--- src/rtl/rls_pkg.sv ---
// ----------------------------------------------------------------------------
// rls_pkg
// Shared constants, types and the rainbow color table of the LED strip
// serializer.
// ----------------------------------------------------------------------------
package rls_pkg;

    // frame geometry
    localparam int LED_COUNT   = 300;
    localparam int START_BYTES = 5;
    localparam int TAIL_BYTES  = 150;

    localparam int LED_IDX_W  = 9;
    localparam int FILL_CNT_W = 8;
    localparam int COLOR_W    = 24;
    localparam int CHAN_W     = 8;

    localparam logic [LED_IDX_W-1:0]  LED_COUNT_C = LED_IDX_W'(LED_COUNT);
    localparam logic [FILL_CNT_W:0]   START_END_C = (FILL_CNT_W + 1)'(START_BYTES);
    localparam logic [FILL_CNT_W:0]   TAIL_END_C  = (FILL_CNT_W + 1)'(TAIL_BYTES);
    localparam logic [FILL_CNT_W-1:0] TAIL_LAST_C = FILL_CNT_W'(TAIL_BYTES - 1);

    localparam logic [CHAN_W-1:0] HEADER_BYTE = 8'hFF;

    // segment table: seven entries of red, green, blue
    localparam logic [CHAN_W-1:0] RAINBOW_TAB [0:6][0:2] = '{
        '{8'd200, 8'd0,   8'd200},
        '{8'd200, 8'd0,   8'd0  },
        '{8'd200, 8'd200, 8'd0  },
        '{8'd0,   8'd200, 8'd0  },
        '{8'd0,   8'd200, 8'd200},
        '{8'd0,   8'd0,   8'd200},
        '{8'd200, 8'd0,   8'd200}
    };

    typedef enum logic [3:0] {
        PH_IDLE  = 4'b0001,
        PH_START = 4'b0010,
        PH_LEDS  = 4'b0100,
        PH_TAIL  = 4'b1000
    } phase_t;

endpackage

--- src/rtl/rls_color.sv ---
// ----------------------------------------------------------------------------
// rls_color
// Rainbow color of one LED: blends two adjacent table entries by the LED's
// position inside its 32-LED segment; zero for LEDs past the lit count.
// ----------------------------------------------------------------------------
module rls_color
    import rls_pkg::*;
(
    input  logic [LED_IDX_W-1:0] led_idx,
    input  logic [LED_IDX_W-1:0] lit_count,
    output logic [COLOR_W-1:0]   color
);

    logic [3:0]  seg_raw;
    logic [2:0]  seg;
    logic [2:0]  seg_nxt;
    logic [4:0]  k;
    logic [14:0] wt_lo;
    logic [14:0] wt_hi;
    logic [COLOR_W-1:0] blend;

    assign seg_raw = led_idx[8:5];
    assign k       = led_idx[4:0];

    // segment index modulo six on a 4-bit value
    always_comb begin
        if (seg_raw >= 4'd12) begin
            seg = 3'(seg_raw - 4'd12);
        end else if (seg_raw >= 4'd6) begin
            seg = 3'(seg_raw - 4'd6);
        end else begin
            seg = 3'(seg_raw);
        end
    end

    assign seg_nxt = seg + 3'd1;
    assign wt_hi   = {10'd0, k};
    assign wt_lo   = 15'd64 - wt_hi;

    always_comb begin
        logic [14:0] a;
        logic [14:0] b;
        logic [14:0] sum;
        blend = '0;
        for (int c = 0; c < 3; c++) begin
            a   = {7'd0, RAINBOW_TAB[seg][c]};
            b   = {7'd0, RAINBOW_TAB[seg_nxt][c]};
            sum = 15'(a * wt_lo) + 15'(b * wt_hi);
            // red ends up in the top byte
            blend[(2 - c) * CHAN_W +: CHAN_W] = sum[13:6];
        end
    end

    assign color = (led_idx < lit_count) ? blend : '0;

endmodule

--- src/rtl/rainbow_led_strip_serializer_top.sv ---
// ----------------------------------------------------------------------------
// rainbow_led_strip_serializer_top
// Serializes a full LED strip frame with rainbow colors, one bit per item.
// ----------------------------------------------------------------------------
// Every accepted input item yields exactly one result item, one per clock when
// both sides are ready. While idle, an item with s_start_req high starts a frame
// and already carries its first bit; the frame then takes
// (START_BYTES + 4 * LED_COUNT + TAIL_BYTES) * 8 items (10,840 with the default
// 300 LEDs), one data bit each, MSB first. Items that arrive while idle
// without a start give a result with m_bit_valid low, and start requests during
// a frame are ignored. The color of each LED is computed when its 0xFF header
// byte is loaded, from the lit count held at that moment, so cfg_wr_data takes
// effect from the next LED not yet begun. The result register decouples the
// two channels, so a new item is taken in the same cycle a waiting result is
// taken.
module rainbow_led_strip_serializer_top
    import rls_pkg::*;
(
    input  logic                 aclk,
    input  logic                 aresetn,
    input  logic                 cfg_wr_en,
    input  logic [LED_IDX_W-1:0] cfg_wr_data,
    input  logic                 s_valid,
    output logic                 s_ready,
    input  logic                 s_start_req,
    output logic                 m_valid,
    input  logic                 m_ready,
    output logic                 m_data_bit,
    output logic                 m_bit_valid,
    output logic                 m_frame_last
);

    phase_t                phase_reg, phase_next;
    logic [LED_IDX_W-1:0]  led_cnt_reg, led_cnt_next;
    logic [1:0]            byte_in_led_reg, byte_in_led_next;
    logic [2:0]            bit_cnt_reg, bit_cnt_next;
    logic [FILL_CNT_W-1:0] fill_cnt_reg, fill_cnt_next;
    logic [CHAN_W-1:0]     shift_reg, shift_next;
    logic [COLOR_W-1:0]    color_reg, color_next;
    logic [LED_IDX_W-1:0]  num_lit_reg;

    logic m_valid_reg, m_valid_next;
    logic m_data_bit_reg, m_data_bit_next;
    logic m_bit_valid_reg, m_bit_valid_next;
    logic m_frame_last_reg, m_frame_last_next;

    logic                  accept;
    logic                  active;
    phase_t                eff_phase;
    logic [FILL_CNT_W-1:0] eff_fill;
    logic [2:0]            eff_bit;
    logic [CHAN_W-1:0]     eff_shift;
    logic [LED_IDX_W:0]    led_inc;
    logic [FILL_CNT_W:0]   fill_inc;
    logic [LED_IDX_W-1:0]  lit_sat;
    logic [LED_IDX_W-1:0]  begin_idx;
    logic [COLOR_W-1:0]    begin_color;

    assign s_ready = !m_valid_reg || m_ready;
    assign accept  = s_valid && s_ready;

    assign lit_sat = (num_lit_reg > LED_COUNT_C) ? LED_COUNT_C : num_lit_reg;

    // a start while idle behaves as the first bit of the start bytes
    assign active    = (phase_reg != PH_IDLE) || s_start_req;
    assign eff_phase = (phase_reg == PH_IDLE) ? PH_START : phase_reg;
    assign eff_fill  = (phase_reg == PH_IDLE) ? '0 : fill_cnt_reg;
    assign eff_bit   = (phase_reg == PH_IDLE) ? '0 : bit_cnt_reg;
    assign eff_shift = (phase_reg == PH_IDLE) ? '0 : shift_reg;

    assign led_inc  = {1'b0, led_cnt_reg} + (LED_IDX_W + 1)'(1);
    assign fill_inc = {1'b0, eff_fill} + (FILL_CNT_W + 1)'(1);

    // the first LED starts from the start bytes, the others from the previous LED
    assign begin_idx = (eff_phase == PH_START) ? '0 : led_inc[LED_IDX_W-1:0];

    rls_color u_color (
        .led_idx   (begin_idx),
        .lit_count (lit_sat),
        .color     (begin_color)
    );

    always_comb begin
        phase_next        = phase_reg;
        led_cnt_next      = led_cnt_reg;
        byte_in_led_next  = byte_in_led_reg;
        bit_cnt_next      = bit_cnt_reg;
        fill_cnt_next     = fill_cnt_reg;
        shift_next        = shift_reg;
        color_next        = color_reg;
        m_valid_next      = m_valid_reg;
        m_data_bit_next   = m_data_bit_reg;
        m_bit_valid_next  = m_bit_valid_reg;
        m_frame_last_next = m_frame_last_reg;

        if (m_ready) begin
            m_valid_next = 1'b0;
        end

        if (accept) begin
            m_valid_next      = 1'b1;
            m_data_bit_next   = 1'b0;
            m_bit_valid_next  = 1'b0;
            m_frame_last_next = 1'b0;

            if (active) begin
                m_data_bit_next   = eff_shift[7];
                m_bit_valid_next  = 1'b1;
                m_frame_last_next = (eff_phase == PH_TAIL) && (eff_fill == TAIL_LAST_C)
                                    && (eff_bit == 3'd7);

                phase_next    = eff_phase;
                fill_cnt_next = eff_fill;
                shift_next    = {eff_shift[6:0], 1'b0};
                bit_cnt_next  = eff_bit + 3'd1;

                // byte boundary
                if (eff_bit == 3'd7) begin
                    unique case (eff_phase)
                        PH_START: begin
                            fill_cnt_next = fill_inc[FILL_CNT_W-1:0];
                            if (fill_inc >= START_END_C) begin
                                phase_next       = PH_LEDS;
                                led_cnt_next     = '0;
                                color_next       = begin_color;
                                byte_in_led_next = 2'd0;
                                shift_next       = HEADER_BYTE;
                            end else begin
                                shift_next = '0;
                            end
                        end
                        PH_LEDS: begin
                            if (byte_in_led_reg == 2'd3) begin
                                led_cnt_next = led_inc[LED_IDX_W-1:0];
                                if (led_inc >= {1'b0, LED_COUNT_C}) begin
                                    phase_next       = PH_TAIL;
                                    fill_cnt_next    = '0;
                                    byte_in_led_next = 2'd0;
                                    shift_next       = '0;
                                end else begin
                                    color_next       = begin_color;
                                    byte_in_led_next = 2'd0;
                                    shift_next       = HEADER_BYTE;
                                end
                            end else begin
                                byte_in_led_next = byte_in_led_reg + 2'd1;
                                unique case (byte_in_led_reg)
                                    2'd0:    shift_next = color_reg[23:16];
                                    2'd1:    shift_next = color_reg[15:8];
                                    default: shift_next = color_reg[7:0];
                                endcase
                            end
                        end
                        PH_TAIL: begin
                            fill_cnt_next = fill_inc[FILL_CNT_W-1:0];
                            shift_next    = '0;
                            if (fill_inc >= TAIL_END_C) begin
                                phase_next    = PH_IDLE;
                                fill_cnt_next = '0;
                            end
                        end
                        default: begin
                            phase_next = PH_IDLE;
                        end
                    endcase
                end
            end
        end
    end

    always_ff @(posedge aclk) begin
        if (!aresetn) begin
            phase_reg       <= PH_IDLE;
            led_cnt_reg     <= '0;
            byte_in_led_reg <= '0;
            bit_cnt_reg     <= '0;
            fill_cnt_reg    <= '0;
            shift_reg       <= '0;
            color_reg       <= '0;
            num_lit_reg     <= '0;
            m_valid_reg     <= 1'b0;
        end else begin
            phase_reg       <= phase_next;
            led_cnt_reg     <= led_cnt_next;
            byte_in_led_reg <= byte_in_led_next;
            bit_cnt_reg     <= bit_cnt_next;
            fill_cnt_reg    <= fill_cnt_next;
            shift_reg       <= shift_next;
            color_reg       <= color_next;
            m_valid_reg     <= m_valid_next;
            if (cfg_wr_en) begin
                num_lit_reg <= cfg_wr_data;
            end
        end
    end

    // result payload
    always_ff @(posedge aclk) begin
        m_data_bit_reg   <= m_data_bit_next;
        m_bit_valid_reg  <= m_bit_valid_next;
        m_frame_last_reg <= m_frame_last_next;
    end

    assign m_valid      = m_valid_reg;
    assign m_data_bit   = m_data_bit_reg;
    assign m_bit_valid  = m_bit_valid_reg;
    assign m_frame_last = m_frame_last_reg;

endmodule

--- config.mk ---
export PLATFORM = sky130hd
export DESIGN_NAME = rainbow_led_strip_serializer_top
export DESIGN_NICKNAME = d
export VERILOG_FILES = /design/src/rtl/rls_pkg.sv /design/src/rtl/rls_color.sv /design/src/rtl/rainbow_led_strip_serializer_top.sv
export SDC_FILE = /design/constraint.sdc
export NUM_CORES = 1
export LEC_CHECK = 0
export ABC_CLOCK_PERIOD_IN_PS = 8500
export BUFFER_PORTS_ARGS = -buffer_cell sky130_fd_sc_hd__buf_2
export CAP_MARGIN = 5
export CORE_MARGIN = 2
export CORE_UTILIZATION = 40
export CTS_CLUSTER_DIAMETER = 50
export DETAILED_ROUTE_END_ITERATION = 6
export HOLD_SLACK_MARGIN = 0.05
export PLACE_DENSITY = 0.6
export SYNTH_ARGS = -nofsm -noshare
export SYNTH_HDL_FRONTEND = slang
export SYNTH_SLANG_ARGS = --single-unit
--- constraint.sdc ---
create_clock -name aclk -period 8.5 [get_ports aclk]
set_input_delay 1.275 -clock aclk [delete_from_list [all_inputs] [get_ports aclk]]
set_output_delay 1.275 -clock aclk [all_outputs]
set_load 0.01 [all_outputs]
After elaboration in Yosys (flattened, before gate mapping). Memory sizes are Yosys's and may differ from the RTL's. Index checks and enable logic that the tools add are counted. W data, S select, Z words.

Add/sub/neg operators: 11. $mul: 6. Order comparisons: 9. Eq/ne operators: 12. Multiplexer cells: 43. Bitwise logic cells: 3. Reductions and logical operators: 14.

Operators with widths (number): $mux W24 (8); $mux W8 (9); $pmux W24 S2 (1); $pmux W8 S3 (2); $mul A8 B15 Y14 (3); $add A14 B14 Y14 (3); $mul A8 B5 Y13 (3); $mux W9 (4); $mux W4 (6); $pmux W9 S2 (1); $pmux W8 S2 (1); $ge A4 B4 Y1 const B (3); $pmux W4 S3 (1); $add A9 B1 Y10 const B (1); $ge A10 B9 Y1 const B (1); $add A8 B1 Y9 const B (1); $ge A9 B3 Y1 const B (1); $ge A9 B8 Y1 const B (1); $gt A9 B9 Y1 const B (1); $lt A9 B9 Y1 (1); $mux W3 (3); $eq A8 B8 Y1 const B (1); $not A3 Y4 (2); $sub A7 B5 Y8 const A (1); other kinds (29) (39).

Flip-flop bits (word level): 71. ROM bits: 384. Output and inout port bits: 5. Word-level logic and storage cells: 112. Memories kept: 2.

Memories: (no name shown) (words 8, width 24, rd ports 1, clocked after memory_dff 0, write ports 0, RTL line rls_color.sv:47) `b = {7'd0, RAINBOW_TAB[seg_nxt][c]};`; (no name shown) (words 8, width 24, rd ports 1, clocked after memory_dff 0, write ports 0, RTL line rls_color.sv:46) `a = {7'd0, RAINBOW_TAB[seg][c]};`.

Depth between registers and ports, before layout. Gate-level depths: netlist (run 1).

Depth in word-level cells: 18. Gate-level depth with buffers: 31. Mapped depth without buffers: 30.

Cells and area by module. From an unflattened synthesis (run 1), not the netlist that was laid out.

Cells, all modules: 1031. Area, all modules: 8181.6 µm².

Modules (own cells, without submodules): rls_color (times used 1, cells each 536, area each 4381.7 µm²); rainbow_led_strip_serializer_top (times used 1, cells each 495, area each 3799.9 µm²).

Least setup slack after synthesis (run 1). No wires, ideal clock.

Kind: register -> register. Start: register led_cnt_reg[1]. End: register color_reg[14]. Library setup time: 0.117 ns. Data arrival time: 6.639 ns. Data required time: 8.383 ns. Slack: 1.744 ns. Cell stages (with the launch flop): 27. Period minus slack after synthesis: 6.756 ns. Cell sequence: dfxtp_1 > ha_1 > inv_1 > or3_1 > buf_2 > a221oi_1 > nor2_1 > nor3_1 > ha_1 > or4_1 > mux2i_1 > nor3_1 > nor2_1 > ha_1 > ha_1 > ha_1 > fa_1 > a21o_1 > a21oi_1 > xnor2_1 > fa_1 > ha_1 > ha_1 > and4_1 > a221oi_1 > xnor2_1 > a22o_1.

Longest elaborated chain between the ends: 16.

Ends and longest elaborated chain: start, declared (RTL line rainbow_led_strip_serializer_top.sv:34) `logic [LED_IDX_W-1:0] led_cnt_reg, led_cnt_next;`; start signal, assigned (RTL line rainbow_led_strip_serializer_top.sv:184) `led_cnt_reg <= led_cnt_next;`; $add A9 B1 Y10 (*) (RTL line rainbow_led_strip_serializer_top.sv:71) `assign led_inc = {1'b0, led_cnt_reg} + (LED_IDX_W + 1)'(1);`; $mux W9 (RTL line rainbow_led_strip_serializer_top.sv:75) `assign begin_idx = (eff_phase == PH_START) ? '0 : led_inc[LED_IDX_W-1:0];`; $ge A4 B3 Y1 / $sub A3 B3 Y3 (equally long branches) (RTL line rls_color.sv:29, rls_color.sv:30); $mux W3 (RTL line rls_color.sv:29) `end else if (seg_raw >= 4'd6) begin`; $mux W3 (RTL line rls_color.sv:27) `if (seg_raw >= 4'd12) begin`; $add A3 B1 Y3 (RTL line rls_color.sv:36) `assign seg_nxt = seg + 3'd1;`; $not A3 Y4 (implied by the code) (RTL line rls_color.sv:47); $mem_v2 Z8 W24; $mux W24 (implied by the code) (2 in series) (RTL line rls_color.sv:47); $mul A8 B5 Y13 (RTL line rls_color.sv:48) `sum = 15'(a * wt_lo) + 15'(b * wt_hi);`; $add A14 B14 Y14 (RTL line rls_color.sv:48); $mux W24 (RTL line rls_color.sv:54) `assign color = (led_idx < lit_count) ? blend : '0;`; $mux W24 (RTL line rainbow_led_strip_serializer_top.sv:135) `if (led_inc >= {1'b0, LED_COUNT_C}) begin`; $mux W24 (RTL line rainbow_led_strip_serializer_top.sv:133) `if (byte_in_led_reg == 2'd3) begin`; $pmux W24 S2 (RTL line rainbow_led_strip_serializer_top.sv:119) `unique case (eff_phase)`; end signal, assigned (RTL line rainbow_led_strip_serializer_top.sv:189) `color_reg <= color_next;`; end, declared (RTL line rainbow_led_strip_serializer_top.sv:39) `logic [COLOR_W-1:0] color_reg, color_next;`.

Mark *: on every way between the ends. The rest lies on a longest branch, timed or not. The select of a mux whose other input is x is not followed. A chain may end at the register's enable or synchronous reset.

Worst setup path after layout (run 1).
Start: register led_cnt_reg[0]. End: register color_reg[14].

Same word-level chain as after synthesis.

==> results.toml, run 1 <==
[timing]
fmax_ghz = 0.1292
worstMarginPinSlew_ps = 922.6
min_period_over_period_pct = 91.07
slew_headroom_pct = 38.36
setup_viol = 0
min_period_ps = 7741
hold_violations = 0
fin_ws_ps = 758.6
fin_skew_ps = 6.433
setup_tns_ps = 0
final_max_slew_viol_count = 0
rsz0062_at_grt = "no"

[clock_network]
cts_setup_buffers = 0
htreeDepth = 3
cts_resized = 0
cts_tree = "done"
clockBufferDepth = 2
cts_sinks = 71
clockRootBuffer = "clkbuf_16"
cts.clk_slew.worst_paths_ps = 60
cts_buffers = 9
cts_hold_buf = 0
insertion_delay_ps = 350

[synthesis]
synthMuxAreaShare_pct = 1.994
synth_cells = 1000
synth_seq_area_share_pct = 17.66
synth_flop_cell = "dfxtp_1"
post_synth_fa_ha_maj_area_fraction_pct = 29.84
yosys.area_share.simple_pct = 19.14
synth_top_family_by_area = "adder cells"
yosys_warnings = 0
syn_area_per_cell_um2 = 8.219
synth_area_mm2 = 0.008219
synth_xor_area_share_pct = 5.754
synth.distinct_cells = 79
synth_nets = 1193
async_reset_ff_share_pct = 0
synth-edff-count = 3
synth-compound-area-share_pct = 18.75
synth-seq-cells = 71

[setup_path]
reg2regPathDepth = 25
cp-endpoint = "color_reg[14]$_SDFFE_PN0P_"
start_kind = "register"
r2r_end = "color_reg[14]$_SDFFE_PN0P_"
rrSetupSlack_ps = 760
cp_max_fo = 11
critPathRequiredTime_ps = 8740
crit_path_top_delay_cell = "nor3_1"
critPathMaxStageDelay_ps = 540
critPathMostFrequentCell = "ha_1"
cp_top_family = "adder cells"
crit_type = "reg -> reg"
arrival_ps = 7980
timing.rr.start = "led_cnt_reg[0]$_SDFFE_PN0P_"
critical_path_buf_inv_count = 1
cp.depth = 25
setup.worst_path.end_class = "register"
critPathLaunch = "led_cnt_reg[0]$_SDFFE_PN0P_"

[flow_run]
maxCapViolations = 0

[cells_and_area]
nFillCells = 2073
final_layout_size_suffix_gt1_share_pct = 6.552
largest_reg_flops = 24
fin_area_mm2 = 0.008765
seq_area_mm2 = 0.001451
final_nets = 1180
stdcell_count = 1262
num_antenna_cells = 0
syn_to_final_growth_pct = 6.637
multi_input_area_mm2 = 0.006203

[power_and_ir_drop]
p_per_area_mw_per_mm2 = 158.6
power.leakage_nw = 4.396
vdd_drop_max_mv = 0.09386

[place]
dp_hpwl_um = 15080
dpl.cell_count = 1246
place_ws_ps = 777.0
place.gp.congestion = 0.8763
io_buffers = 19
placed_cell_area_mm2 = 0.008467

[route]
ant_nets = 0
vias = 6857
drcViolationCount = 0
wl_per_cell_um = 15.27
routed_via_density = 5.433
wirelength_um = 19270
drt-initial-drc-count = 313
drt-pass1-iter-count = 4

[die]
die_h_um = 147.3
rows = 52
fp.coreArea_mm2 = 0.02017
pin_count = 20
die_area_mm2 = 0.02171
start_util_pct = 40.75
fp.dieW_um = 147.3

[global_routing]
grt_max_degree = 53
grt_overflow = 0
track_usage_pct = 18.28
grt_pass1_wl_um = 32490
grt_pass1_vias = 6580
antenna_found_initial = 0

[min_path]
min_path_type = "reg -> reg"

[outcome]
status = "completed"
tightest hold or removal path: cells and delay by family, from the launching register on:
| kind | cells | cell delay [ps] |
|---|---|---|
| AND/OR/NAND/NOR | 1 | 50 |
| flip-flops | 1 | 310 |
| AO/OA/AOI/OAI | 1 | 50 |
area by class of cell:
cell class / count / share of cell area, %
multi-input cells: 789 / 70.78
repair buffers: 23 / 1.428
clock inverters: 6 / 0.7852
flip-flops and latches: 71 / 16.56
clock buffers: 10 / 2.612
well taps: 270 / 3.854
inverters: 93 / 3.983
worst min path at each step:
stage	to	start	depth (start not counted)
global placement	bit_cnt_reg[2]$_SDFFE_PN0P_	bit_cnt_reg[2]$_SDFFE_PN0P_	2
floorplan	color_reg[17]$_SDFFE_PN0P_	color_reg[17]$_SDFFE_PN0P_	2
CTS	bit_cnt_reg[2]$_SDFFE_PN0P_	bit_cnt_reg[2]$_SDFFE_PN0P_	2
finish	bit_cnt_reg[1]$_SDFFE_PN0P_	bit_cnt_reg[1]$_SDFFE_PN0P_	2
detailed placement	bit_cnt_reg[2]$_SDFFE_PN0P_	bit_cnt_reg[2]$_SDFFE_PN0P_	2
global route	bit_cnt_reg[1]$_SDFFE_PN0P_	bit_cnt_reg[1]$_SDFFE_PN0P_	2
report_power, final:
| part | leakage [nW] | total (mW) | switching [mW] | internal (mW) |
|---|---|---|---|---|
| clock network | 0.143 | 0.396 | 0.167 | 0.229 |
| logic | 3.67 | 0.641 | 0.372 | 0.269 |
| registers | 0.581 | 0.353 | 0.00920 | 0.344 |
through the flow:
stage          util, %  power (mW)  hold WS [ps]
2_1_floorplan        -      0.8621         431.6
3_3_place_gp     41.98      0.9980         437.2
3_5_place_dp     41.98       1.003         444.3
4_1_cts          43.46       1.409         453.1
5_1_grt          43.46       1.520         468.2
6_report         43.46       1.390         449.6
cell usage after synthesis, types with 10 or more instances:
| library cell | instances | share of area (%) |
|---|---|---|
| xnor2_1 | 30 | 3.2 |
| nor3_1 | 15 | 0.91 |
| o21ai_0 | 57 | 3.5 |
| and2_1 | 10 | 0.76 |
| xor2_1 | 24 | 2.6 |
| clkbuf_1 | 32 | 1.5 |
| ha_1 | 148 | 23 |
| dfxtp_1 | 68 | 17 |
| nand3_1 | 28 | 1.7 |
| a21oi_1 | 63 | 3.8 |
| or3_1 | 10 | 0.76 |
| nand2b_1 | 17 | 1.3 |
| mux2i_1 | 13 | 1.6 |
| nand2_1 | 54 | 2.5 |
| a21o_1 | 22 | 2.0 |
| inv_1 | 91 | 4.2 |
| fa_1 | 30 | 7.3 |
| a211oi_1 | 14 | 1.3 |
| a22o_1 | 14 | 1.5 |
| nor2_1 | 105 | 4.8 |
cell usage in the layout (no fill, tap or decap), drive strengths merged, types with 8 or more instances in the layout:
master  netlist  routed
ha          148     148
nor2        107     107
inv          92      93
dfxtp        68      68
a21oi        64      64
o21ai        58      58
nand2        55      55
xnor2        30      30
fa           30      30
nand3        29      29
xor2         24      24
a21o         23      23
buf          15      23
nand2b       17      17
nor3         15      15
a211oi       14      14
a22o         14      14
mux2i        13      13
and2         10      10
or3          10      10
clkbuf       32      10
or2           9       9
nand4         9       9
nor2b         8       8
logic make-up (layout without fill, tap and decap cells):
kind of cell,Yosys count,count (layout)
XOR/XNOR,54,54
flip-flops,71,71
adder cells (fa/ha/maj),178,178
AND/OR/NAND/NOR,308,308
multiplexers,16,16
AO/OA/AOI/OAI,233,233
buffers and inverters,140,132
metal layers:
layer	share of wire [%]	routed length, um	global-route usage [%]
met5	0	0	0
met2	46	8792	30.02
met1	49	9471	24.84
met4	1.6	311	4.952
met3	3.6	691	3.168
(Power assumes the default switching activity.)
==> run 2, diff against run 1 <==
--- a/config.mk
+++ b/config.mk
@@ -7,13 +7,13 @@
 export LEC_CHECK = 0
 export ABC_CLOCK_PERIOD_IN_PS = 8500
 export BUFFER_PORTS_ARGS = -buffer_cell sky130_fd_sc_hd__buf_2
-export CAP_MARGIN = 5
 export CORE_MARGIN = 2
 export CORE_UTILIZATION = 40
 export CTS_CLUSTER_DIAMETER = 50
 export DETAILED_ROUTE_END_ITERATION = 6
 export HOLD_SLACK_MARGIN = 0.05
 export PLACE_DENSITY = 0.6
+export RECOVER_POWER = 50
 export SYNTH_ARGS = -nofsm -noshare
 export SYNTH_HDL_FRONTEND = slang
 export SYNTH_SLANG_ARGS = --single-unit
==> constraint.sdc (replaced) <==
create_clock -name aclk -period 8.5 [get_ports aclk]
set_input_delay 1.275 -clock aclk [delete_from_list [all_inputs] [get_ports aclk]]
set_output_delay 1.275 -clock aclk [all_outputs]
set_load 0.05 [all_outputs]
==> run 2 against run 1 <==
Sequential power is essentially flat. Clock-buffer cell count unchanged. Clock skew hardly changed. Final cell count is the same. First-iteration DRC count decreased by 1.3%. Hold slack improved by 1.4 ps. Final area decreased by 0.16%. Flip-flop and latch count did not move. Critical endpoint unchanged. Largest power group unchanged. Highest routed layer unchanged.
==> results.toml, run 2 (synthesis gave the netlist of run 1 again) <==
[timing]
slew_headroom_pct = 21.81
setup_tns_ps = 0
min_period_ps = 7746
fmax_ghz = 0.1291
worstMarginPinSlew_ps = 1157
fin_skew_ps = 6.353
final_max_slew_viol_count = 0
fin_ws_ps = 754.0
min_period_over_period_pct = 91.13
setup_viol = 0
rsz0062_at_grt = "no"
hold_violations = 0

[setup_path]
cp_max_fo = 11
start_kind = "register"
setup.worst_path.end_class = "register"
crit_type = "reg -> reg"
critPathRequiredTime_ps = 8740
arrival_ps = 7990

[clock_network]
cts_sinks = 71
insertion_delay_ps = 350
cts_resized = 0
htreeDepth = 3
clockRootBuffer = "clkbuf_16"
cts_hold_buf = 0
cts.clk_slew.worst_paths_ps = 60
cts_tree = "done"
cts_buffers = 9
cts_setup_buffers = 0
clockBufferDepth = 2

[route]
wl_per_cell_um = 15.23
drt-initial-drc-count = 309
routed_via_density = 5.414
vias = 6832
ant_nets = 0
drcViolationCount = 0
wirelength_um = 19220
drt-pass1-iter-count = 5

[die]
pin_count = 20
rows = 52
die_h_um = 147.3
fp.coreArea_mm2 = 0.02017
start_util_pct = 40.75
die_area_mm2 = 0.02171
fp.dieW_um = 147.3

[cells_and_area]
fin_area_mm2 = 0.008751
final_layout_size_suffix_gt1_share_pct = 5.645
final_cell_mix = "148 x ha_1, 105 x nor2_1, 91 x inv_1"
final_nets = 1180
num_antenna_cells = 0
finish.utilization_pct = 43.39
largest_reg_flops = 24
syn_to_final_growth_pct = 6.470
final_common_cell = "ha_1"

[flow_run]
maxCapViolations = 0

[place]
io_buffers = 19
place_ws_ps = 777.0
place.gp.congestion = 0.8763
placed_cell_area_mm2 = 0.008467
dp_hpwl_um = 15080

[power_and_ir_drop]
vdd_drop_max_mv = 0.09351
power.leakage_nw = 4.388
p_per_area_mw_per_mm2 = 159.2

[global_routing]
grt_overflow = 0
grt_pass1_vias = 6580
grt_max_degree = 53
antenna_found_initial = 0
grt_pass1_wl_um = 32490
track_usage_pct = 18.28

[min_path]
min_path_type = "reg -> reg"

[outcome]
status = "completed"
## run 2: changes by cell type in the layout (fill, tap and decap cells not counted), sizes merged
cell and delta:
buf -6, clkbuf +6
## run 2: path summary, 6_finish.rpt
path,start,end,slack (ps),cells after the start
max,led_cnt_reg[0]$_SDFFE_PN0P_,color_reg[14]$_SDFFE_PN0P_,750,25
min,bit_cnt_reg[1]$_SDFFE_PN0P_,bit_cnt_reg[1]$_SDFFE_PN0P_,450,2
max reg2reg,led_cnt_reg[0]$_SDFFE_PN0P_,color_reg[14]$_SDFFE_PN0P_,750,25
min reg2reg,bit_cnt_reg[1]$_SDFFE_PN0P_,bit_cnt_reg[1]$_SDFFE_PN0P_,450,2
## run 2: report_power, final
| group | switching, mW | internal (mW) |
|---|---|---|
| combinational | 0.376 | 0.268 |
| sequential | 0.00925 | 0.344 |
| clock | 0.167 | 0.229 |
## run 2: layout make-up
class	count	area (um2)
tap	270	337.8
multi-input combinational	789	6197
timing repair buffer	23	117.6
clock buffer	10	229.0
sequential	71	1451
clock inverter	6	68.82
inverter	93	349.1
fill	2075	11420
## run 2: layer usage
metal	global-route usage [%]	vias up	wire length [um]
met4	4.952	0	311
met1	24.84	3209	9471
li1	-	3495	-
met3	3.168	22	641
met5	0	-	0
met2	30.02	106	8793
## run 2: worst max-delay path: stages, from the launching register on
cell and delay (ps):
dfxtp_1 520, ha_1 450, inv_1 190, or3_1 510, a221oi_1 380, nor2_1 110, nor3_1 330, ha_1 440
or4_1 180, mux2i_1 80, nor3_1 540, nor2_1 190, ha_1 340, ha_1 280, ha_1 230, fa_1 400
a21o_1 190, a21oi_1 160, xnor2_1 150, fa_1 440, ha_1 320, ha_1 360, and4_1 190, a221oi_1 320
xnor2_1 120, a22o_1 210
## run 2: metrics by stage
stage                     hold slack, ps  total power [mW]  cells
after floorplan                    431.6            0.8667   1000
after global routing               469.1             1.523   1262
after CTS                          453.1             1.414   1262
final                              451.0             1.393   1262
after global placement             437.2             1.003   1246
after detailed placement           444.3             1.007   1246
